===== config.mk =====
export PLATFORM = sky130hd
export DESIGN_NAME = bbpc_raster
export DESIGN_NICKNAME = d
export VERILOG_FILES = /design/src/rtl/bbpc_pkg.sv /design/src/rtl/bbpc_raster.sv
export SDC_FILE = /design/constraint.sdc
export NUM_CORES = 1
export LEC_CHECK = 0
export BUFFER_PORTS_ARGS = -buffer_cell sky130_fd_sc_hd__buf_4
export CORE_ASPECT_RATIO = 1.25
export CORE_MARGIN = 2
export CORE_UTILIZATION = 35
export CTS_CLUSTER_DIAMETER = 100
export DETAILED_ROUTE_END_ITERATION = 10
export PLACE_DENSITY = 0.52
export SLEW_MARGIN = 40
export SYNTH_ARGS = -nofsm -noshare
export SYNTH_HDL_FRONTEND = slang
export SYNTH_SLANG_ARGS = --single-unit

===== constraint.sdc =====
create_clock -name clk -period 9.5 [get_ports clk]
set_input_delay 1.425 -clock clk [delete_from_list [all_inputs] [get_ports clk]]
set_output_delay 1.425 -clock clk [all_outputs]
set_load 0.005 [all_outputs]

===== src/rtl/bbpc_pkg.sv =====
// Shared types and constants for the binary block pixel counter.
// No dependencies; imported by every module of the block except bbpc_ram.
package bbpc_pkg;

  // Fixed field widths
  localparam int CFG_IDX_W  = 2;
  localparam int CFG_DATA_W = 11;
  localparam int BLK_CFG_W  = 6;
  localparam int GRID_W     = 10;
  localparam int COUNT_W    = 11;
  localparam int ROW_W      = 11;

  // Row limit of the frame, independent of the width parameter
  localparam int ROWS_LIMIT = 1024;

  // Configuration register indexes
  localparam logic [CFG_IDX_W-1:0] CFG_FRAME_WIDTH  = 2'd0;
  localparam logic [CFG_IDX_W-1:0] CFG_FRAME_HEIGHT = 2'd1;
  localparam logic [CFG_IDX_W-1:0] CFG_BLOCK_SIZE   = 2'd2;

  // Configuration reset values
  localparam logic [CFG_DATA_W-1:0] RST_FRAME_WIDTH  = 11'd640;
  localparam logic [CFG_DATA_W-1:0] RST_FRAME_HEIGHT = 11'd480;
  localparam logic [BLK_CFG_W-1:0]  RST_BLOCK_SIZE   = 6'd16;

  // Per-pixel control from the raster tracker to the accumulator
  typedef struct packed {
    logic              in_grid;
    logic              first;
    logic              last;
    logic              frame_done;
    logic [GRID_W-1:0] grid_col;
    logic [GRID_W-1:0] grid_row;
  } pix_ctrl_t;

endpackage


===== src/rtl/bbpc_raster.sv =====
// Configuration registers and raster position tracking of the pixel counter.
// Depends on bbpc_pkg.
module bbpc_raster import bbpc_pkg::*; #(
  parameter int MAX_WIDTH = 1024,
  parameter int MAX_BLOCK = 32,
  localparam int AW  = $clog2(MAX_WIDTH),
  localparam int GCW = $clog2(MAX_WIDTH + 1)
) (
  input  logic                  clk,
  input  logic                  rst,
  input  logic                  cfg_valid,
  input  logic [CFG_IDX_W-1:0]  cfg_index,
  input  logic [CFG_DATA_W-1:0] cfg_data,
  input  logic                  pix_accept,
  output pix_ctrl_t             ctrl,
  output logic [AW-1:0]         addr
);

  localparam int XW = $clog2(MAX_WIDTH + 2 * MAX_BLOCK + 1);
  localparam int YW = $clog2(ROWS_LIMIT + 2 * MAX_BLOCK + 1);
  localparam int BW = $clog2(MAX_BLOCK + 1);

  logic [CFG_DATA_W-1:0] frame_width;
  logic [CFG_DATA_W-1:0] frame_height;
  logic [BLK_CFG_W-1:0]  block_size;

  logic [XW-1:0]    w;
  logic [YW-1:0]    h;
  logic [BW-1:0]    b;
  logic [XW-1:0]    b_x;
  logic [YW-1:0]    b_y;

  logic [XW-1:0]    px, px_next;
  logic [BW-1:0]    ox, ox_next;
  logic [GCW-1:0]   col, col_next;
  logic [XW-1:0]    col_start, col_start_next;
  logic [YW-1:0]    py, py_next;
  logic [BW-1:0]    oy, oy_next;
  logic [ROW_W-1:0] row, row_next;
  logic [YW-1:0]    row_start, row_start_next;

  logic restart;
  logic ox_last, oy_last, x_wrap, y_wrap;

  // Any write to a known register restarts the frame
  assign restart = cfg_valid && (cfg_index == CFG_FRAME_WIDTH ||
                                 cfg_index == CFG_FRAME_HEIGHT ||
                                 cfg_index == CFG_BLOCK_SIZE);

  // Hold configuration registers
  always_ff @(posedge clk) begin
    if (rst) begin
      frame_width  <= RST_FRAME_WIDTH;
      frame_height <= RST_FRAME_HEIGHT;
      block_size   <= RST_BLOCK_SIZE;
    end else if (cfg_valid) begin
      case (cfg_index)
        CFG_FRAME_WIDTH:  frame_width  <= cfg_data;
        CFG_FRAME_HEIGHT: frame_height <= cfg_data;
        CFG_BLOCK_SIZE:   block_size   <= cfg_data[BLK_CFG_W-1:0];
        default: ;
      endcase
    end
  end

  // Clamp configuration to the supported ranges
  always_comb begin
    if (frame_width == '0) begin
      w = XW'(1);
    end else if (32'(frame_width) > 32'(MAX_WIDTH)) begin
      w = XW'(MAX_WIDTH);
    end else begin
      w = XW'(frame_width);
    end
    if (frame_height == '0) begin
      h = YW'(1);
    end else if (32'(frame_height) > 32'(ROWS_LIMIT)) begin
      h = YW'(ROWS_LIMIT);
    end else begin
      h = YW'(frame_height);
    end
    if (block_size == '0) begin
      b = BW'(1);
    end else if (32'(block_size) > 32'(MAX_BLOCK)) begin
      b = BW'(MAX_BLOCK);
    end else begin
      b = BW'(block_size);
    end
  end

  assign b_x = XW'(b);
  assign b_y = YW'(b);

  // Classify the pixel at the current position
  assign ox_last = (ox == b - BW'(1));
  assign oy_last = (oy == b - BW'(1));
  assign x_wrap  = (px + XW'(1) >= w);
  assign y_wrap  = (py + YW'(1) >= h);

  always_comb begin
    ctrl.in_grid    = (col_start + b_x <= w) && (row_start + b_y <= h);
    ctrl.first      = (ox == '0) && (oy == '0);
    ctrl.last       = ox_last && oy_last;
    ctrl.frame_done = (col_start + b_x + b_x > w) && (row_start + b_y + b_y > h);
    ctrl.grid_col   = GRID_W'(col);
    ctrl.grid_row   = GRID_W'(row);
  end

  assign addr = col[AW-1:0];

  // Advance the raster position by one pixel
  always_comb begin
    px_next        = px + XW'(1);
    ox_next        = ox + BW'(1);
    col_next       = col;
    col_start_next = col_start;
    py_next        = py;
    oy_next        = oy;
    row_next       = row;
    row_start_next = row_start;
    if (ox_last) begin
      ox_next        = '0;
      col_next       = col + GCW'(1);
      col_start_next = col_start + b_x;
    end
    if (x_wrap) begin
      px_next        = '0;
      ox_next        = '0;
      col_next       = '0;
      col_start_next = '0;
      py_next        = py + YW'(1);
      oy_next        = oy + BW'(1);
      if (oy_last) begin
        oy_next        = '0;
        row_next       = row + ROW_W'(1);
        row_start_next = row_start + b_y;
      end
      if (y_wrap) begin
        py_next        = '0;
        oy_next        = '0;
        row_next       = '0;
        row_start_next = '0;
      end
    end
  end

  // Hold position state; restart on reset or register write
  always_ff @(posedge clk) begin
    if (rst || restart) begin
      px        <= '0;
      ox        <= '0;
      col       <= '0;
      col_start <= '0;
      py        <= '0;
      oy        <= '0;
      row       <= '0;
      row_start <= '0;
    end else if (pix_accept) begin
      px        <= px_next;
      ox        <= ox_next;
      col       <= col_next;
      col_start <= col_start_next;
      py        <= py_next;
      oy        <= oy_next;
      row       <= row_next;
      row_start <= row_start_next;
    end
  end

endmodule


==> impl_summary.log, run 1 <==
INFO  metric setup.worst_path.start_class = register
INFO  metric postSynthCellCount = 901
INFO  metric grt.total_usage = 17.6%
INFO  metric worstPathArrival = 5.66 ns
INFO  metric timing.final.crit_share = 74.6%
INFO  metric placeable_core_region = 0.0213 mm²
INFO  metric mappedNetlistNets = 1021
INFO  metric cts.hold.buffers_added = 0
INFO  metric crit_path_cell_trace = nand2b_1 > inv_1 > ha_1 > a211o_1 > a21oi_1 > o21ai_0 > xor2_1 > ha_1 > nand2_1 > nand2_1 > a31oi_1 > nor3_1 > nor2_1 > xnor2_1 > ha_1 > o21a_1 > o211ai_1 > a221oi_1 > o21ai_0 > nor3_1 > buf_4
INFO  metric floorplan.initialDensity = 35.4%
INFO  metric slew_violations = 0
INFO  metric powerDensity = 115 mW/mm²
INFO  metric drt_drc_violations_left = 0
INFO  metric clk_pin_slew_worst_paths = 0.09 ns
INFO  metric async_flop_share = 0%
INFO  metric timing.setup.tns = 0 ns
INFO  metric startpoint_of_the_lowest_slack_register_to_register_path = px[0]
INFO  metric floorplan.die.width = 135 µm
INFO  metric cts_max_path_buffers = 2
INFO  metric globalRoute.busiestLayer = met2
INFO  metric postSynthRegisterBits = 104
INFO  metric grt_max_degree = 25
INFO  metric first_global_vias = 6245
INFO  metric proportion_of_netlist_area_held_by_the_largest_area_contributor = 27.6%
INFO  metric timing.hold.worst_endpoint = py[10]
INFO  metric grt_antenna_before_repair = 0
INFO  metric layout-area-overhead-vs-synth = 11.8%
INFO  metric cts_made_buffers = 9
INFO  metric final_worst_path_period_need = 7.09 ns
INFO  metric count_of_endpoints_failing_setup_in_the_final_report = 0
INFO  metric clock_tree_from_tritoncts = built
INFO  metric avgSynthCellArea = 8.37 µm²
INFO  metric finalHoldViolations = 0
INFO  metric synth.yosys.warnings = 0
INFO  metric clk_latency = 0.37 ns
INFO  metric setup.worst_path.end_class = output port
INFO  metric numPortBuffers = 50
INFO  metric critical-path-max-stage-delay = 0.61 ns
INFO  metric sum_of_buffers_and_inverters_on_the_critical_path = 2
INFO  metric post_cts_resized = 0
INFO  metric post-cts-setup-buffers = 0
INFO  metric rr_endpoint = row_start[4]
INFO  metric critical-path-slowest-cell = dfxtp_1
INFO  metric wl_per_cell = 16.2 µm
INFO  metric hp-start = py[10]
INFO  metric synth_common_cells = nand2_1 (107), dfxtp_1 (104), ha_1 (99), a21oi_1 (71), nor2_1 (49)
INFO  metric gp_congestion = 0.831
INFO  metric dp_hpwl = 15400 µm
INFO  metric via_count = 6519
INFO  metric min_path_type = reg -> reg
INFO  metric count_of_flip_flops_with_a_built_in_enable_after_synthesis = 0
INFO  metric setup.worst_path.class = reg -> out
INFO  metric min_path_cells = 2
INFO  metric fin_hold_ws = 0.471 ns
INFO  metric drive_gt1_share = 8.97%
INFO  metric timing.critical_path.fanout_max = 12
INFO  metric cts-root-buf = clkbuf_16
INFO  metric ant_nets = 0
INFO  metric antenna_cells_inserted = 0
INFO  metric synth.area.top_cells = dfxtp_1 (28%), ha_1 (16%), nand2_1 (5.3%), a21oi_1 (4.7%), xnor2_1 (4.6%)
INFO  metric row_count = 60
INFO  metric htreeDepth = 3
INFO  metric grt.met3_usage = 2.50%
INFO  metric synthFlopType = dfxtp_1
INFO  metric seq_area_frac_synth = 27.6%
INFO  metric rsz0062_at_grt = no
INFO  metric detail_route.first_pass.iterations = 4
INFO  metric synth_top_cell_by_area = dfxtp_1
INFO  metric max-slew-margin-rel = 47.2%
INFO  metric synth.lib_cells_used.distinct = 66
INFO  metric num-fill-cells = 2222
INFO  metric rr_worst_depth = 13
INFO  metric worst-slew-pin-transition = 0.788 ns
INFO  metric run_status = finished, final reports clean
INFO  metric drt_wirelength = 19700 µm
INFO  metric top_level_port_count = 51
INFO  metric mappedNetlistArea = 0.00754 mm²
INFO  metric grtUsageMet1 = 23.8%
INFO  metric viasPerCell = 5.37
INFO  metric static-leakage-power = 0.00360 µW
INFO  metric drt_iter0_drc = 252
INFO  metric reg_to_reg_setup_timing_slack = 5.25 ns
INFO  metric path_delay_family = compound AO/OA/AOI/OAI gates
INFO  metric gr-usage-met2 = 28.9%
INFO  metric numClockSinks = 104
INFO  metric peakVddDrop = 88.8 µV
INFO  metric max_freq = 141 MHz
INFO  metric global_route_wire_length_before_repair = 31700 µm
INFO  metric finish.net_count = 1051
INFO  metric grt_overflow_total = 0
INFO  metric final_util = 39.5%
INFO  metric die_area = 0.0227 mm²
INFO  metric synthMostInstantiatedCell = nand2_1
INFO  metric maxCapViolCount = 0
INFO  metric y_dimension_of_the_die = 168 µm
INFO  metric crit_required = 8.08 ns
INFO  metric critical_path.most_common_cell = ha_1
INFO  metric skew = 0.0134 ns
power breakdown:
| group | internal (µW) | switching [µW] |
|---|---|---|
| clock network | 182 | 194 |
| logic | 56.7 | 86.4 |
| registers | 442 | 7.08 |
| total | 681 | 288 |
through the flow:
step	setup WS [ns]	instances	power [µW]	instance area (µm²)
global placement	2.81	1199	601	8120
CTS	2.37	1215	979	8420
global route	2.03	1215	1010	8430
finish	2.41	1215	968	8430
detailed placement	2.78	1199	603	8140
floorplan	4.03	901	559	7540
cell families (layout without fill, tap and decap cells):
family / Yosys count / after routing / synth area share (%)
AOI/OAI and AO/OA: 237 / 237 / 20.9
and+or+nand+nor: 306 / 306 / 20.5
DFF: 104 / 104 / 27.6
buffers and inverters: 75 / 110 / 4.26
adders and majority gates: 103 / 103 / 17.5
xor gates and xnor gates: 69 / 69 / 8.38
muxes: 7 / 7 / 0.929
layout by cell type, fill, tap and decap left out, types with 10 or more instances in the layout:
master    count
o21a_1       19
nand2b_1     10
o211ai_1     11
a21oi_1      71
and3_1       12
ha_1         99
nor2_1       49
dfxtp_1     104
nor3_1       11
a22o_1       26
nand3_1      36
nor2b_1      18
a21o_1       10
o21ai_0      34
nand2_1     107
nor4_1       10
inv_1        40
xnor2_1      40
a211oi_1     10
nand4_1      14
buf_4        52
xor2_1       27
sequential cells by signal (all words and copies together) (netlist names), 10 cells and up:
register and cells:
row_start 11, frame_width 11, frame_height 11, col_start 11
row 10, col 10, py 11, px 11
worst register-to-register path: stages (launching register included):
cell,delay (ns)
dfxtp_1,0.46
ha_1,0.27
nand3_1,0.15
nor2_1,0.23
and3_1,0.23
nand3_1,0.10
xnor2_1,0.16
ha_1,0.40
nand2_1,0.11
o31ai_2,0.26
buf_4,0.28
nand2_1,0.48
nor3_2,0.82
a22o_1,0.23
final cells by class:
cell class | instances | area, µm² | share of cell area [%]
Timing Repair Buffer | 52 | 390 | 4.63
Multi-Input combinational cell | 722 | 5170 | 61.3
Clock buffer | 10 | 229 | 2.72
Inverter | 42 | 158 | 1.87
Tap cell | 279 | 349 | 4.14
Sequential cell | 104 | 2080 | 24.7
Clock inverter | 6 | 52.6 | 0.623
worst max-delay path by stage:
stage / to / slack (ns) / from / cells past startpoint
floorplan: ctrl[20] / 4.03 / block_size[2] / 20
global placement: ctrl[20] / 2.81 / block_size[5] / 21
detailed placement: ctrl[20] / 2.78 / block_size[5] / 21
CTS: ctrl[20] / 2.37 / block_size[5] / 21
global route: ctrl[20] / 2.03 / block_size[2] / 21
finish: ctrl[20] / 2.41 / block_size[5] / 21
routing by layer:
layer / up-vias / part of all wire [%]
li1: 3358 / -
met1: 3036 / 49
met2: 106 / 46
met3: 19 / 3.1
met4: 0 / 1.8
met5: - / 0
(Power assumes the default switching activity.)
==> run 2: changes to the inputs <==
--- a/config.mk
+++ b/config.mk
@@ -5,13 +5,14 @@
 export SDC_FILE = /design/constraint.sdc
 export NUM_CORES = 1
 export LEC_CHECK = 0
+export ABC_AREA = 1
 export BUFFER_PORTS_ARGS = -buffer_cell sky130_fd_sc_hd__buf_4
 export CORE_ASPECT_RATIO = 1.25
 export CORE_MARGIN = 2
 export CORE_UTILIZATION = 35
 export CTS_CLUSTER_DIAMETER = 100
 export DETAILED_ROUTE_END_ITERATION = 10
-export PLACE_DENSITY = 0.52
+export PLACE_DENSITY = 0.54
 export SLEW_MARGIN = 40
 export SYNTH_ARGS = -nofsm -noshare
 export SYNTH_HDL_FRONTEND = slang
==> constraint.sdc (replaced) <==
create_clock -name clk -period 5.95 [get_ports clk]
set_input_delay 0.8925 -clock clk [delete_from_list [all_inputs] [get_ports clk]]
set_output_delay 0.8925 -clock clk [all_outputs]
set_load 0.005 [all_outputs]
==> impl_summary.log, run 2 <==
INFO  metric run_status = finished, final reports clean
INFO  metric maxCapViolCount = 0
INFO  metric row_count = 61
INFO  metric layout_commonest_cell = nand2_1
INFO  metric static-leakage-power = 0.00410 µW
INFO  metric final_worst_path_period_need = 5.66 ns
INFO  metric proportion_of_netlist_area_held_by_the_largest_area_contributor = 26.4%
INFO  metric p_int = 1120 µW
INFO  metric worst-slew-pin-transition = 0.644 ns
INFO  metric placeable_core_region = 0.0221 mm²
INFO  metric antenna_cells_inserted = 0
INFO  metric timing.setup.tns = 0 ns
INFO  metric mappedNetlistNets = 1270
INFO  metric sum_of_buffers_and_inverters_on_the_critical_path = 5
INFO  metric seq_area_frac_synth = 26.4%
INFO  metric floorplan.initialDensity = 35.6%
INFO  metric floorplan.die.width = 138 µm
INFO  metric die_area = 0.0237 mm²
INFO  metric finish.net_count = 1304
INFO  metric synth_common_cells = nand2_1 (273), nor2_1 (124), inv_1 (109), dfxtp_1 (104), a21oi_1 (100)
INFO  metric share_clk_of_total_power = 38.0%
INFO  metric setup.worst_path.start_class = register
INFO  metric setup.worst_path.class = reg -> out
INFO  metric drt_drc_violations_left = 0
INFO  metric cts-root-buf = clkbuf_16
INFO  metric numPortBuffers = 50
INFO  metric synthMostInstantiatedCell = nand2_1
INFO  metric synth.yosys.warnings = 0
INFO  metric clk_pin_slew_worst_paths = 0.08 ns
INFO  metric grt.total_usage = 17.7%
INFO  metric powerDensity = 184 mW/mm²
INFO  metric detail_route.first_pass.iterations = 4
INFO  metric setup.worst_path.end_class = output port
INFO  metric count_of_flip_flops_with_a_built_in_enable_after_synthesis = 0
INFO  metric sequential_power_share = 43.9%
INFO  metric async_flop_share = 0%
INFO  metric critical-path-slowest-cell = fa_2
INFO  metric global_route_wire_length_before_repair = 34100 µm
INFO  metric crit_required = 5.06 ns
INFO  metric postSynthCellCount = 1150
INFO  metric num-fill-cells = 2362
INFO  metric drt_iter0_drc = 362
INFO  metric numClockSinks = 104
INFO  metric htreeDepth = 3
INFO  metric cts_max_path_buffers = 2
INFO  metric via_count = 7336
INFO  metric finalHoldViolations = 0
INFO  metric max-slew-margin-rel = 56.8%
INFO  metric synth.lib_cells_used.distinct = 39
INFO  metric critical-path-max-stage-delay = 0.41 ns
INFO  metric synth.area.top_cells = dfxtp_1 (26%), ha_1 (16%), nand2_1 (13%), a21oi_1 (6.4%), nand3_1 (6.2%)
INFO  metric wl_per_cell = 14.2 µm
INFO  metric first_global_vias = 6967
INFO  metric y_dimension_of_the_die = 172 µm
INFO  metric drt_wirelength = 20800 µm
INFO  metric dp.cells = 1453
INFO  metric power_switching_share = 31.4%
INFO  metric skew = 0.0131 ns
INFO  metric slew_violations = 0
INFO  metric drive_gt1_share = 9.50%
INFO  metric net_switching_power_figure = 514 µW
INFO  metric timing.final.crit_share = 95.1%
INFO  metric postSynthRegisterBits = 104
INFO  metric cts_made_buffers = 9
INFO  metric synth_top_cell_by_area = dfxtp_1
INFO  metric clk_latency = 0.37 ns
INFO  metric dp_hpwl = 16300 µm
INFO  metric grt_overflow_total = 0
INFO  metric grt_max_degree = 35
INFO  metric mappedNetlistArea = 0.00787 mm²
INFO  metric gp_congestion = 0.853
INFO  metric top_level_port_count = 51
INFO  metric path_delay_family = simple AND/OR/NAND/NOR gates
INFO  metric synthFlopType = dfxtp_1
INFO  metric grt_antenna_before_repair = 0
INFO  metric timing.critical_path.fanout_max = 5
INFO  metric viasPerCell = 4.98
INFO  metric ant_nets = 0
INFO  metric final-instance-count-excl-fill = 1472
INFO  metric power_frac_comb = 18.1%
INFO  metric avgSynthCellArea = 6.85 µm²
INFO  metric worstPathArrival = 4.76 ns
INFO  metric peakVddDrop = 139 µV
INFO  metric clock_tree_from_tritoncts = built
INFO  metric count_of_endpoints_failing_setup_in_the_final_report = 0
INFO  metric most-common-layout-cells = nand2_1 (273), nor2_1 (121), inv_1 (107), dfxtp_1 (103), a21oi_1 (98)
INFO  metric min_path_type = reg -> reg
INFO  metric layout-area-overhead-vs-synth = 12.8%
INFO  metric max_freq = 177 MHz
[run 2: layout make-up]
cell class              instances  area [µm²]  area share (%)
clock buffers                  10         239            2.69
clock inverters                 6        62.6           0.704
inverters                     114         428            4.82
multi-input cells             895        5260            59.3
flip-flops and latches        104        2080            23.5
well taps                     283         354            3.99
repair buffers                 60         450            5.07
[run 2: worst register-to-register path: stages (launching register included)]
cell and delay (ns):
dfxtp_1 0.41, ha_1 0.21, nand3_1 0.11, nor2_1 0.10, inv_1 0.08, nor2_1 0.13
inv_1 0.07, nor2_1 0.12, nand2_1 0.08, xnor2_1 0.15, ha_1 0.33, nand2_1 0.10
nor4_1 0.27, a21oi_1 0.09, nand2_1 0.37, nand2_1 0.10, buf_4 0.23, inv_2 0.31
nand2_2 0.39, nor2_4 0.37, nand2_1 0.12, nand2_1 0.07
[run 2: through the flow]
stage          instance area [µm²]  total power [µW]  hold slack [ns]  setup WS (ns)  util, %
5_1_grt                       8880              1720            0.501       -0.00180     40.1
3_3_place_gp                  8480              1020            0.462          0.317     38.3
3_5_place_dp                  8480              1020            0.468          0.163     38.3
2_1_floorplan                 7870               938            0.448          0.931        -
4_1_cts                       8790              1650            0.482         0.0318     39.7
6_report                      8880              1630            0.481          0.294     40.1
[run 2: per-layer routing]
metal	global-route usage, %	part of all wire [%]
met1	20.4	44
met2	34.4	52
met3	1.42	1.5
met4	6.17	1.9
met5	0	0
[run 2: timing repair]
action,CTS,global route
hold buffers,0,0
pin swaps,0,2
hold endpoints to repair,0,0
gates resized for setup,4,14
setup buffers,0,3
endpoints found under the setup margin,1,1
[run 2: cell families after synthesis]
family,after synthesis,synth area share (%)
and+or+nand+nor,556,30.0
AOI/OAI and AO/OA,168,11.3
buffers and inverters,151,7.87
DFF,104,26.4
adders and majority gates,103,16.7
xor gates and xnor gates,68,7.56
[run 2: final timing paths]
check | start | to | slack, ns | depth (start not counted)
max | block_size[3] | ctrl[20] | 0.29 | 26
min reg2reg | px[10] | px[10] | 0.48 | 2
min | px[10] | px[10] | 0.48 | 2
max reg2reg | px[0] | row_start[4] | 1.69 | 21
[run 2: power by group through the flow]
stage | logic, µW | clock network (µW) | registers [µW]
floorplan | 207 | 0 | 731
global placement | 288 | 0 | 734
detailed placement | 289 | 0 | 734
CTS | 292 | 641 | 718
global route | 338 | 663 | 720
finish | 296 | 621 | 718
==> run 3: changes to the inputs <==
--- a/config.mk
+++ b/config.mk
@@ -7,7 +7,7 @@
 export LEC_CHECK = 0
 export ABC_AREA = 1
 export BUFFER_PORTS_ARGS = -buffer_cell sky130_fd_sc_hd__buf_4
-export CORE_ASPECT_RATIO = 1.25
+export CORE_ASPECT_RATIO = 0.6
 export CORE_MARGIN = 2
 export CORE_UTILIZATION = 35
 export CTS_CLUSTER_DIAMETER = 100
==> impl_summary.log, run 3 (synthesis results as in run 2) <==
INFO  metric viasPerCell = 5.04
INFO  metric grt.total_usage = 19.2%
INFO  metric floorplan.initialDensity = 35.7%
INFO  metric finalHoldViolations = 0
INFO  metric fin_hold_ws = 0.481 ns
INFO  metric max-slew-margin-rel = 56.8%
INFO  metric maxCapViolCount = 0
INFO  metric worstPathArrival = 4.76 ns
INFO  metric crit_required = 5.06 ns
INFO  metric layout-area-overhead-vs-synth = 13.2%
INFO  metric final-instance-count-excl-fill = 1475
INFO  metric dp.cells = 1455
INFO  metric dp_hpwl = 17100 µm
INFO  metric min_path_type = reg -> reg
INFO  metric finish.net_count = 1304
INFO  metric cts_made_buffers = 9
INFO  metric numPortBuffers = 50
INFO  metric wl_per_cell = 15.0 µm
INFO  metric post-place-ws = 0.149 ns
INFO  metric row_count = 42
INFO  metric layout_commonest_cell = nand2_1
INFO  metric clk_latency = 0.38 ns
INFO  metric timing.final.crit_share = 94.9%
INFO  metric peakVddDrop = 156 µV
INFO  metric powerDensity = 182 mW/mm²
INFO  metric static-leakage-power = 0.00410 µW
INFO  metric htreeDepth = 3
INFO  metric drive_gt1_share = 10.1%
INFO  metric grt_max_degree = 35
INFO  metric count_of_endpoints_failing_setup_in_the_final_report = 0
INFO  metric most-common-layout-cells = nand2_1 (272), nor2_1 (120), inv_1 (106), dfxtp_1 (103)
INFO  metric finalWorstSetupSlack = 0.301 ns
INFO  metric first_global_vias = 6495
INFO  metric detail_route.first_pass.iterations = 5
INFO  metric floorplan.die.width = 198 µm
INFO  metric cts-root-buf = clkbuf_16
INFO  metric final_worst_path_period_need = 5.65 ns
INFO  metric worst-slew-pin-transition = 0.646 ns
INFO  metric design_power_total = 1620 µW
INFO  metric numClockSinks = 104
INFO  metric grt_overflow_total = 0
INFO  metric finish.instance_area = 0.00891 mm²
INFO  metric drt_drc_violations_left = 0
INFO  metric cts_max_path_buffers = 2
INFO  metric gp_congestion = 0.862
INFO  metric placeable_core_region = 0.0221 mm²
INFO  metric ant_nets = 0
INFO  metric setup.worst_path.end_class = output port
INFO  metric timing.critical_path.fanout_max = 5
INFO  metric skew = 0.00900 ns
INFO  metric drt_wirelength = 22200 µm
INFO  metric global_route_wire_length_before_repair = 35700 µm
INFO  metric die_area = 0.0238 mm²
INFO  metric num-fill-cells = 2346
INFO  metric drt_iter0_drc = 566
INFO  metric clock_tree_from_tritoncts = built
INFO  metric top_level_port_count = 51
INFO  metric setup.worst_path.start_class = register
INFO  metric max_freq = 177 MHz
INFO  metric run_status = finished, final reports clean
INFO  metric antenna_cells_inserted = 0
INFO  metric y_dimension_of_the_die = 120 µm
INFO  metric clk_pin_slew_worst_paths = 0.08 ns
INFO  metric grt_antenna_before_repair = 0
INFO  metric setup.worst_path.class = reg -> out
INFO  metric slew_violations = 0
INFO  metric via_count = 7434
INFO  metric placedInstanceArea = 0.00847 mm²
## run 3: cell count changes in the layout (fill, tap and decap cells not counted), moves of 2 or more
cell,previous run,this run
inv_6,1,3
nor2_2,2,4
ha_1,97,95
xnor2_1,23,21
xnor2_2,1,3
clkinv_4,3,1
## run 3: power breakdown
part	leakage, µW	internal, µW	switching (µW)
Combinational	0.00312	109	200
Sequential	0.000842	707	11.3
Clock	0.000140	292	305
## run 3: final cells by class
type	instances	area (µm²)	share of cell area, %
clock buffers	10	229	2.57
clock inverters	6	51.3	0.576
inverters	114	428	4.80
multi-input cells	895	5310	59.6
flip-flops and latches	104	2080	23.4
well taps	286	358	4.02
repair buffers	60	450	5.05
## run 3: stage by stage
stage                     utilization, %  TNS [ns]
after floorplan                        -         0
after global routing                40.4   -0.0114
final                               40.4         0
after detailed placement            38.4         0
after global placement              38.4         0
after CTS                           39.7         0
## run 3: worst max-delay path: stages (launching register included)
cell and delay, ns:
dfxtp_1 0.33, nor2_1 0.16, nand3_1 0.13, nand2_2 0.12, inv_1 0.08, nor2_4 0.14, inv_2 0.11, fa_2 0.42
o21ai_0 0.23, xor2_1 0.16, inv_1 0.10, ha_1 0.37, nand4_1 0.10, o211ai_1 0.29, a21o_1 0.16, nand2_1 0.07
nor2_1 0.11, nand2_1 0.07, xnor2_1 0.13, ha_1 0.30, nand2_1 0.07, nor4_1 0.27, nand4_1 0.12, nand3_1 0.12
a21oi_2 0.05, buf_4 0.14
## run 3: what timing repair did
item	in CTS	in global routing
setup endpoints to repair	1	1
pin swaps	0	2
hold buffers	0	0
gates resized for setup	5	24
buffers inserted	0	4
## run 3: path summary, 6_finish.rpt
kind | slack [ns] | end | from | cells after the start
worst max-delay path | 0.30 | ctrl[20] | block_size[3] | 25
worst min-delay path | 0.48 | col_start[9] | col_start[9] | 2
worst max register to register | 1.55 | row_start[1] | px[0] | 21
worst min register to register | 0.48 | col_start[9] | col_start[9] | 2
## run 3: per-layer routing
| metal | track usage, % | wire [µm] | share of wire (%) |
|---|---|---|---|
| met3 | 4.07 | 1670 | 7.5 |
| met5 | 0 | 0 | 0 |
| met1 | 33.5 | 12800 | 58 |
| met4 | 3.67 | 220 | 0.99 |
| met2 | 22.4 | 7450 | 34 |
